**src/hw/rtl/etc1_pkg.sv**
```systemverilog
`timescale 1ns / 1ps

package etc1_pkg;

   localparam int unsigned PixelCount = 16;
   localparam int unsigned IndexWidth = $clog2(PixelCount);
   localparam logic [IndexWidth-1:0] LastIndex = IndexWidth'(PixelCount - 1);

   typedef struct packed {
      logic [31:0] color_word;
      logic [31:0] selector_word;
   } etc1_req_type;

   typedef struct packed {
      logic [1:0] pixel_x;
      logic [1:0] pixel_y;
      logic [7:0] red;
      logic [7:0] green;
      logic [7:0] blue;
      logic       last_pixel;
   } etc1_rsp_type;

   typedef logic [7:0] etc1_chan_type;
   typedef logic signed [8:0] etc1_mod_type;
   typedef logic signed [9:0] etc1_sum_type;

   function automatic etc1_mod_type mod_value(input logic [2:0] tab, input logic [1:0] sel);
      logic [7:0] mag;
      begin
         mag = 8'd0;
         case (tab)
            3'd0: mag = sel[0] ? 8'd8   : 8'd2;
            3'd1: mag = sel[0] ? 8'd17  : 8'd5;
            3'd2: mag = sel[0] ? 8'd29  : 8'd9;
            3'd3: mag = sel[0] ? 8'd42  : 8'd13;
            3'd4: mag = sel[0] ? 8'd60  : 8'd18;
            3'd5: mag = sel[0] ? 8'd80  : 8'd24;
            3'd6: mag = sel[0] ? 8'd106 : 8'd33;
            3'd7: mag = sel[0] ? 8'd183 : 8'd47;
            default: mag = 8'd0;
         endcase
         mod_value = sel[1] ? -$signed({1'b0, mag}) : $signed({1'b0, mag});
      end
   endfunction

   function automatic etc1_chan_type rep5(input logic [4:0] v);
      rep5 = {v, v[4:2]};
   endfunction

   function automatic etc1_chan_type sat8(input etc1_sum_type v);
      if (v[9]) begin
         sat8 = 8'd0;
      end else if (v[8]) begin
         sat8 = 8'd255;
      end else begin
         sat8 = v[7:0];
      end
   endfunction

endpackage

```
**src/hw/rtl/etc1_block_decoder.sv**
```systemverilog
`timescale 1ns / 1ps
// An accepted block is registered; each pixel passes select, modifier add and output stages.
// Pixels leave one per cycle unless rsp_ready stalls, sixteen per block, set by the pixel counter.
// A new block is taken in the cycle its sixteenth pixel issues, so blocks stream back to back.
// Pipeline: block decode register, pixel select, modifier add, saturate/output register.
// Reset: synchronous, active high; clears all valid bits and the pixel counter.
module etc1_block_decoder (
   input  logic                  clock,
   input  logic                  reset,
   input  logic                  req_valid,
   output logic                  req_ready,
   input  etc1_pkg::etc1_req_type req_data,
   output logic                  rsp_valid,
   input  logic                  rsp_ready,
   output etc1_pkg::etc1_rsp_type rsp_data
);
   import etc1_pkg::*;

   logic                  blk_valid_ff;
   etc1_chan_type         base_ff [2][3];
   etc1_chan_type         base_in [2][3];
   logic [2:0]            tab_ff [2];
   logic                  flip_ff;
   logic [31:0]           sel_ff;
   logic [IndexWidth-1:0] cnt_ff;

   logic                  v1_ff;
   logic [IndexWidth-1:0] idx1_ff;
   etc1_chan_type         base1_ff [3];
   logic [2:0]            tab1_ff;
   logic [1:0]            sel1_ff;

   logic                  v2_ff;
   logic [IndexWidth-1:0] idx2_ff;
   etc1_sum_type          sum2_ff [3];
   etc1_sum_type          sum2_in [3];
   etc1_mod_type          mod2;

   logic                  v3_ff;
   etc1_rsp_type          rsp_ff;

   logic                  ready1;
   logic                  ready2;
   logic                  ready3;
   logic                  issue;
   logic                  half;
   logic [IndexWidth-1:0] cnt_in;

   assign ready3    = !v3_ff || rsp_ready;
   assign ready2    = !v2_ff || ready3;
   assign ready1    = !v1_ff || ready2;
   assign issue     = blk_valid_ff && ready1;
   assign req_ready = !blk_valid_ff || (issue && cnt_ff == LastIndex);
   assign cnt_in    = cnt_ff + IndexWidth'(1);
   assign half      = flip_ff ? cnt_ff[1] : cnt_ff[3];

   always_comb begin
      logic [7:0] byte_c;
      logic [4:0] b5;
      logic [4:0] d5;
      for (int c = 0; c < 3; c++) begin
         byte_c = req_data.color_word[31 - 8*c -: 8];
         b5     = byte_c[7:3];
         d5     = {{2{byte_c[2]}}, byte_c[2:0]};
         if (req_data.color_word[1]) begin
            base_in[0][c] = rep5(b5);
            base_in[1][c] = rep5(b5 + d5);
         end else begin
            base_in[0][c] = {byte_c[7:4], byte_c[7:4]};
            base_in[1][c] = {byte_c[3:0], byte_c[3:0]};
         end
      end
   end

   assign mod2 = mod_value(tab1_ff, sel1_ff);

   always_comb begin
      for (int c = 0; c < 3; c++) begin
         sum2_in[c] = $signed({2'b00, base1_ff[c]}) + etc1_sum_type'(mod2);
      end
   end

   always_ff @(posedge clock) begin
      if (reset) begin
         blk_valid_ff <= 1'b0;
         cnt_ff       <= '0;
      end else begin
         if (req_valid && req_ready) begin
            blk_valid_ff <= 1'b1;
         end else if (issue && cnt_ff == LastIndex) begin
            blk_valid_ff <= 1'b0;
         end
         if (issue) begin
            cnt_ff <= cnt_in;
         end
      end
   end

   always_ff @(posedge clock) begin
      if (req_valid && req_ready) begin
         base_ff   <= base_in;
         tab_ff[0] <= req_data.color_word[7:5];
         tab_ff[1] <= req_data.color_word[4:2];
         flip_ff   <= req_data.color_word[0];
         sel_ff    <= req_data.selector_word;
      end
   end

   always_ff @(posedge clock) begin
      if (reset) begin
         v1_ff <= 1'b0;
         v2_ff <= 1'b0;
         v3_ff <= 1'b0;
      end else begin
         if (ready1) begin
            v1_ff <= issue;
         end
         if (ready2) begin
            v2_ff <= v1_ff;
         end
         if (ready3) begin
            v3_ff <= v2_ff;
         end
      end
   end

   always_ff @(posedge clock) begin
      if (ready1 && issue) begin
         idx1_ff  <= cnt_ff;
         base1_ff <= base_ff[half];
         tab1_ff  <= tab_ff[half];
         sel1_ff  <= {sel_ff[{1'b1, cnt_ff}], sel_ff[{1'b0, cnt_ff}]};
      end
      if (ready2 && v1_ff) begin
         idx2_ff <= idx1_ff;
         sum2_ff <= sum2_in;
      end
      if (ready3 && v2_ff) begin
         rsp_ff.pixel_x    <= idx2_ff[3:2];
         rsp_ff.pixel_y    <= idx2_ff[1:0];
         rsp_ff.red        <= sat8(sum2_ff[0]);
         rsp_ff.green      <= sat8(sum2_ff[1]);
         rsp_ff.blue       <= sat8(sum2_ff[2]);
         rsp_ff.last_pixel <= (idx2_ff == LastIndex);
      end
   end

   assign rsp_valid = v3_ff;
   assign rsp_data  = rsp_ff;

   a_idle_counter_zero: assert property (@(posedge clock) disable iff (reset)
      !blk_valid_ff |-> cnt_ff == '0)
      else $error("pixel counter nonzero with no block held");

   a_last_corner: assert property (@(posedge clock) disable iff (reset)
      rsp_valid && rsp_data.last_pixel |-> rsp_data.pixel_x == 2'd3 && rsp_data.pixel_y == 2'd3)
      else $error("last pixel flag off the final corner");

   a_stage1_hold: assert property (@(posedge clock) disable iff (reset)
      v1_ff && !ready2 |=> v1_ff && $stable(idx1_ff) && $stable(sel1_ff))
      else $error("stalled pixel stage lost its word");

   a_issue_order: assert property (@(posedge clock) disable iff (reset)
      issue |=> v1_ff && idx1_ff == $past(cnt_ff))
      else $error("issued pixel index not captured");

endmodule
```
**config.mk**
```make
export PLATFORM = sky130hd
export DESIGN_NAME = etc1_block_decoder
export DESIGN_NICKNAME = d
export VERILOG_FILES = /design/src/hw/rtl/etc1_pkg.sv /design/src/hw/rtl/etc1_block_decoder.sv
export SDC_FILE = /design/constraint.sdc
export NUM_CORES = 1
export LEC_CHECK = 0
export ABC_AREA = 1
export BUFFER_PORTS_ARGS = -buffer_cell sky130_fd_sc_hd__buf_2
export CORE_MARGIN = 1.5
export CORE_UTILIZATION = 31
export DETAILED_ROUTE_END_ITERATION = 7
export PLACE_DENSITY = 0.56
export SLEW_MARGIN = 40
export SYNTH_ARGS = -nofsm -noshare
export SYNTH_HDL_FRONTEND = slang
export SYNTH_SLANG_ARGS = --single-unit
```
**constraint.sdc**
```tcl
create_clock -name clock -period 6.7 [get_ports clock]
set_clock_uncertainty 0.1 [all_clocks]
set_input_delay 1.005 -clock clock [delete_from_list [all_inputs] [get_ports clock]]
set_output_delay 1.005 -clock clock [all_outputs]
set_load 0.02 [all_outputs]
```
==> impl_metrics.csv, run 1 <==
group,metric,value,unit
synthesis,synth_top_area_cell,"edfxtp_1",
clocking,clockBufferDepth,2,
sta,setup-tns-final,0,ps
clocking,post_cts_buffers,0,
power_and_ir_drop,peakVddDrop,0.1265,mV
clocking,clk_pin_slew,70,ps
route,drcViolationCount,0,
power_and_ir_drop,power_frac_seq,0.526,
synthesis,synth_flop_cell,"edfxtp_1",
min_path,hold_path.class,"flip-flop to flip-flop",
global_route,grt_max_degree,67,
sta,finalHoldViolations,0,
synthesis,synth-edff-count,183,
critical_path,critPathLaunchType,"flip-flop",
route,firstDrtPassIters,5,
die,die_h,172.2,um
clocking,insertion_delay,430,ps
clocking,cts.sink_count,191,
synthesis,syn_area,8870,sq um
route,vias_per_cell,4.305,
clocking,root_buffer,"clkbuf_16",
global_route,gr-usage-met1,0.1515,
clocking,cts_resized,0,
power_and_ir_drop,finalPower,2.752,mW
power_and_ir_drop,p_leak,4.150,nW
cells_and_area,area_delta_synth_final,16.22,%
synthesis,synthAdderAreaFrac,0.06856,
power_and_ir_drop,cell_internal_pwr,2.069,mW
synthesis,synth-simple-area-share,0.1203,
route,wire_per_inst,12.66,um
sta,relSlewSlack,0.4924,
global_route,grt_pass1_vias,5084,
critical_path,end_kind,"flip-flop",
sta,tightest_slew,760.5,ps
synthesis,ys_ff_latch,191,
die,die_w,172.2,um
sta,fin_crit,3167,ps
die,initial_core_util,0.3175,
outcome,status,"completed",
synthesis,synth_top_family_by_area,"simple AND/OR/NAND/NOR gates",
synthesis,synthCells,764,
clocking,cts_max_level,4,
die,rows,61,
sta,finalCritPeriodShare,0.4727,
synthesis,yosysMostFrequentCell,"edfxtp_1",
power_and_ir_drop,pwr-share-comb,0.139,
global_route,grt_util_met2,0.1722,
critical_path,crit_fanout,7,
sta,fmax,0.3157,GHz
clocking,cts_buffers,17,
place,portBuffers,98,
power_and_ir_drop,swShare,0.2482,
synthesis,syn_nets,877,
global_route,use_met3,0.02609,
place,gp_congestion,0.8363,
power_and_ir_drop,p_sw,0.6831,mW
synthesis,async_flop_share,0,
job,maxCapViolCount,0,
critical_path,cp.required,6770,ps
global_route,grt_pass1_wl,25540,um
global_route,overflow,0,
synthesis,synth_compound_area_frac,0.06757,
place,place_worst_setup_slack,3436,ps
place,dp_hpwl,11780,um
route,wirelength,15880,um
synthesis,synth_mux_area_frac,0.03428,
route,drtIter0Drc,339,
cells_and_area,instances_no_fill,1254,
global_route,grt_busiest_layer,"met2",
critical_path,worstPathArrival,3240,ps
synthesis,yosysTopAreaCellShare,0.6196,
sta,slew_violations,0,
global_route,antenna_found_initial,0,
synthesis,synth.avg_cell_area,11.61,sq um
power_and_ir_drop,clkPwrFrac,0.335,
route,ant_nets,0,
critical_path,path_class,"flip-flop to flip-flop",
die,die_area,29640,sq um
die,io_pins,99,
synthesis,ys_warn_count,0,
synthesis,ys_top_cells_by_area,"edfxtp_1 (62%), nand2_1 (5.9%), ha_1 (5.5%)",
sta,fin_ws,3533,ps
route,route.vias.total,5399,
power_and_ir_drop,power.density,267.0,nW/um^2
synthesis,synthDistinctLibCells,32,
cells_and_area,diodes,0,
die,design.core.area,27930,sq um
global_route,grtUsageTotal,0.1118,
cells_and_area,finalNetCount,978,
synthesis,yosysSeqAreaShare,0.6376,
cells_and_area,drive_gt1_frac,0.1815,
synthesis,synth_xor_area_frac,0.02864,
clocking,cts_tree,"done",
synthesis,synthTopCellsByCount,"edfxtp_1 (183), nand2_1 (139), nor2_1 (99)",
sta,rsz0062_at_grt,"no",
clocking,cts_hold_buffers,0,
place,place_inst,1224,
sta,setup_viol,0,
## logic make-up (layout without fill, tap and decap cells)
kind of cell | count (synthesis) | in the layout
AOI/OAI and AO/OA | 109 | 109
xor gates and xnor gates | 29 | 29
adders and majority gates | 45 | 45
buffers and inverters | 93 | 205
DFF | 191 | 191
muxes | 27 | 27
and+or+nand+nor | 270 | 270
## worst paths after layout
path / startpoint / endpoint / slack [ps] / cells past startpoint
max reg2reg: tab1_ff[2] / sum2_ff[8] / 3530 / 16
max: tab1_ff[2] / sum2_ff[8] / 3530 / 16
min: idx1_ff[2] / idx2_ff[2] / 320 / 0
min reg2reg: idx1_ff[2] / idx2_ff[2] / 320 / 0
## layer usage
| metal | wire length [um] | share of wire | vias up |
|---|---|---|---|
| li1 | - | - | 2832 |
| met1 | 7869 | 0.50 | 2447 |
| met2 | 7025 | 0.44 | 102 |
| met3 | 684 | 0.043 | 18 |
| met4 | 298 | 0.019 | 0 |
| met5 | 0 | 0 | - |
## metrics by stage
| step | utilization | hold slack, ps | area [sq um] |
|---|---|---|---|
| finish | 0.3690 | 320.3 | 10310 |
| global route | 0.3690 | 340.6 | 10310 |
| CTS | 0.3689 | 320.7 | 10300 |
| detailed placement | 0.3500 | 304.5 | 9778 |
| global placement | 0.3495 | 304.9 | 9763 |
| floorplan | - | 300.3 | 8870 |
## critical path, cell delays in order (launching register included)
cell and delay [ps]:
edfxtp_1 460, inv_1 200, nand2_1 90, nand2_1 80, o21ai_0 100, ha_1 300
nand2_1 50, o21ai_1 410, inv_1 140, fa_1 450, inv_1 90, nand3_1 60
nand2_1 100, and2_1 140, nor2_1 40, nand2_1 60, nand2_1 50
## power by group through the flow
stage	Sequential (mW)	Clock, mW	Combinational (mW)
after floorplan	1.47	0	0.282
after global placement	1.47	0	0.384
after detailed placement	1.47	0	0.387
after CTS	1.45	0.950	0.389
after global routing	1.45	0.997	0.446
final	1.45	0.922	0.383
## layout make-up
type | count | area, sq um
Fill cell | 2837 | 17630
Clock buffer | 20 | 436.7
Clock inverter | 10 | 90.09
Tap cell | 378 | 473.0
Multi-Input combinational cell | 480 | 2844
Sequential cell | 191 | 5655
Inverter | 72 | 270.3
Timing Repair Buffer | 103 | 539.3
## registers in the layout, summed over array words and instances, names as in the netlist, 2 cells and up
name	count
sum2_ff	30
idx1_ff	4
tab_ff	6
cnt_ff	4
base_ff	48
tab1_ff	3
idx2_ff	4
base1_ff	24
rsp_data	29
sel_ff	32
sel1_ff	2
## layout by cell type, fill, tap and decap left out, types with 3 or more instances in the layout
master        n
xnor2_1       6
clkinvlp_4    3
inv_1        70
nand4_1       5
clkinv_1      3
a21oi_1      39
buf_2        98
o211ai_1      7
fa_1          6
o21ai_0      50
nand2_1     139
nand3_1      21
dfxtp_1       8
nor2_1       98
clkbuf_16    17
edfxtp_1    183
xor2_1       23
ha_1         39
o21bai_1      4
and2_1        3
buf_4         3
mux2_2       25
clkbuf_1      3
Note: power is estimated with default switching activity, not from simulation.
==> inputs of run 2 (changes only) <==
==> constraint.sdc (replaced) <==
create_clock -name clock -period 3.3 [get_ports clock]
set_clock_uncertainty 0.1 [all_clocks]
set_input_delay 0.495 -clock clock [delete_from_list [all_inputs] [get_ports clock]]
set_output_delay 0.495 -clock clock [all_outputs]
set_load 0.02 [all_outputs]
==> impl_metrics.csv, run 2 (synthesis results as in run 1) <==
group,metric,value,unit
sta,relSlewSlack,0.5233,
die,die_area,29640,sq um
cells_and_area,top_register,"base_ff",
clocking,cts_max_level,4,
route,wirelength,16070,um
route,wire_per_inst,12.75,um
critical_path,r2r_slack,300,ps
clocking,clockBufferDepth,2,
global_route,grt_util_met2,0.1680,
global_route,gr-usage-met1,0.1577,
power_and_ir_drop,power.density,555.5,nW/um^2
clocking,root_buffer,"clkbuf_16",
sta,setup-tns-final,0,ps
critical_path,slowest_delay,420,ps
clocking,clk_pin_slew,80,ps
route,route.vias.total,5417,
cells_and_area,largest_reg_flops,48,
critical_path,cp.required,3370,ps
place,dpl_cell_area,9821,sq um
min_path,hold_path.class,"input port to flip-flop",
sta,finalCritPeriodShare,0.9103,
critical_path,worstPathArrival,3080,ps
power_and_ir_drop,pwr-share-comb,0.139,
global_route,overflow,0,
critical_path,cp-startpoint,"tab1_ff[2]",
global_route,grt_busiest_layer,"met2",
global_route,grt_pass1_vias,5153,
power_and_ir_drop,p_sw,1.524,mW
sta,setup_viol,0,
sta,rsz0062_at_grt,"no",
power_and_ir_drop,p_leak,4.221,nW
power_and_ir_drop,power_frac_seq,0.506,
place,gp_congestion,0.8705,
global_route,use_met3,0.02220,
route,drcViolationCount,0,
cells_and_area,finalNetCount,982,
cells_and_area,final_cell_mix,"edfxtp_1 (183), nand2_1 (139), nor2_1 (98), buf_2 (98), inv_1 (70)",
route,vias_per_cell,4.299,
critical_path,end_kind,"flip-flop",
critical_path,crit_chain,"inv_1 -> nand2_1 -> nand2_1 -> o21ai_0 -> ha_1 -> inv_1 -> o21ai_2 -> xor2_2 -> ha_1 -> a21oi_1 -> a21boi_0 -> nand2_1 -> xor2_1",
min_path,worstHoldStart,"req_data[12]",
die,design.core.area,27930,sq um
sta,finalHoldViolations,0,
route,ant_nets,0,
cells_and_area,diodes,0,
outcome,status,"completed",
cells_and_area,mostFrequentLayoutCell,"edfxtp_1",
place,place_inst,1228,
critical_path,cpMaxStageDelayCell,"edfxtp_1",
critical_path,r2r_start,"tab1_ff[2]",
power_and_ir_drop,cell_internal_pwr,4.264,mW
critical_path,crit_fanout,7,
sta,fmax,0.3329,GHz
route,drtIter0Drc,376,
cells_and_area,largestRegisters,"base_ff x48, sel_ff x32, sum2_ff x30",
clocking,insertion_delay,430,ps
global_route,grt_pass1_wl,25810,um
sta,slew_violations,0,
power_and_ir_drop,swShare,0.2633,
clocking,cts.sink_count,191,
place,dp_hpwl,11780,um
die,io_pins,99,
power_and_ir_drop,finalPower,5.789,mW
sta,holdWs,134.1,ps
critical_path,critPathMostFrequentCell,"nand2_1",
job,maxCapViolCount,0,
cells_and_area,instances_no_fill,1260,
cells_and_area,area_delta_synth_final,17.49,%
clocking,cts_tree,"done",
clocking,cts_buffers,17,
clocking,cts_hold_buffers,0,
cells_and_area,fillers,2769,
critical_path,critPathLaunchType,"flip-flop",
power_and_ir_drop,clkPwrFrac,0.355,
die,rows,61,
global_route,grt_max_degree,88,
power_and_ir_drop,peakVddDrop,0.3017,mV
die,die_h,172.2,um
sta,tightest_slew,714.2,ps
clocking,post_cts_buffers,0,
global_route,antenna_found_initial,0,
place,portBuffers,98,
cells_and_area,drive_gt1_frac,0.1950,
route,firstDrtPassIters,4,
sta,fin_crit,3004,ps
cells_and_area,postLayoutCellArea,10420,sq um
die,initial_core_util,0.3175,
global_route,grtUsageTotal,0.1119,
die,die_w,172.2,um
critical_path,path_class,"flip-flop to flip-flop",
[run 2: worst paths after layout]
check,to,cells past startpoint
worst max-delay path,sum2_ff[27],13
worst max register to register,sum2_ff[27],13
worst min-delay path,sel_ff[12],1
worst min register to register,idx2_ff[0],0
[run 2: per-layer routing]
metal	part of all wire	routed length, um
met1	0.50	8081
met2	0.44	7092
met4	0.014	228
met5	0	0
met3	0.041	663
[run 2: critical path: cells and delay by family, from the launching register on]
kind            cells  cell delay, ps
compound gates      4             840
fa+ha+maj           2             520
flops               1             420
xor+xnor            2             390
simple gates        3             290
buf+inv             2             210
[run 2: final cells by class]
| type | instances | area (sq um) | area share |
|---|---|---|---|
| Inverter | 72 | 270.3 | 0.02593 |
| Sequential cell | 191 | 5655 | 0.5427 |
| Multi-Input combinational cell | 480 | 2851 | 0.2736 |
| Clock inverter | 15 | 167.7 | 0.01609 |
| Timing Repair Buffer | 107 | 578.1 | 0.05547 |
| Tap cell | 378 | 473.0 | 0.04538 |
| Clock buffer | 17 | 425.4 | 0.04082 |
[run 2: power groups by stage]
| stage | logic, mW | clock network [mW] | registers (mW) |
|---|---|---|---|
| after floorplan | 0.574 | 0 | 2.97 |
| after global placement | 0.805 | 0 | 2.98 |
| after detailed placement | 0.808 | 0 | 2.98 |
| after CTS | 0.812 | 2.11 | 2.93 |
| after global routing | 0.927 | 2.20 | 2.94 |
| final | 0.806 | 2.06 | 2.93 |
[run 2: metrics by stage]
| stage | setup slack, ps | util |
|---|---|---|
| floorplan | 476.8 | - |
| global placement | 387.6 | 0.3510 |
| detailed placement | 251.2 | 0.3516 |
| CTS | 244.5 | 0.3728 |
| global route | 13.03 | 0.3731 |
| finish | 296.1 | 0.3731 |
[run 2: repair_timing]
item / 4_1_cts / 5_1_grt
setup endpoints to repair: 0 / 1
gates resized for setup: 0 / 1
endpoints found under the hold margin: 0 / 0
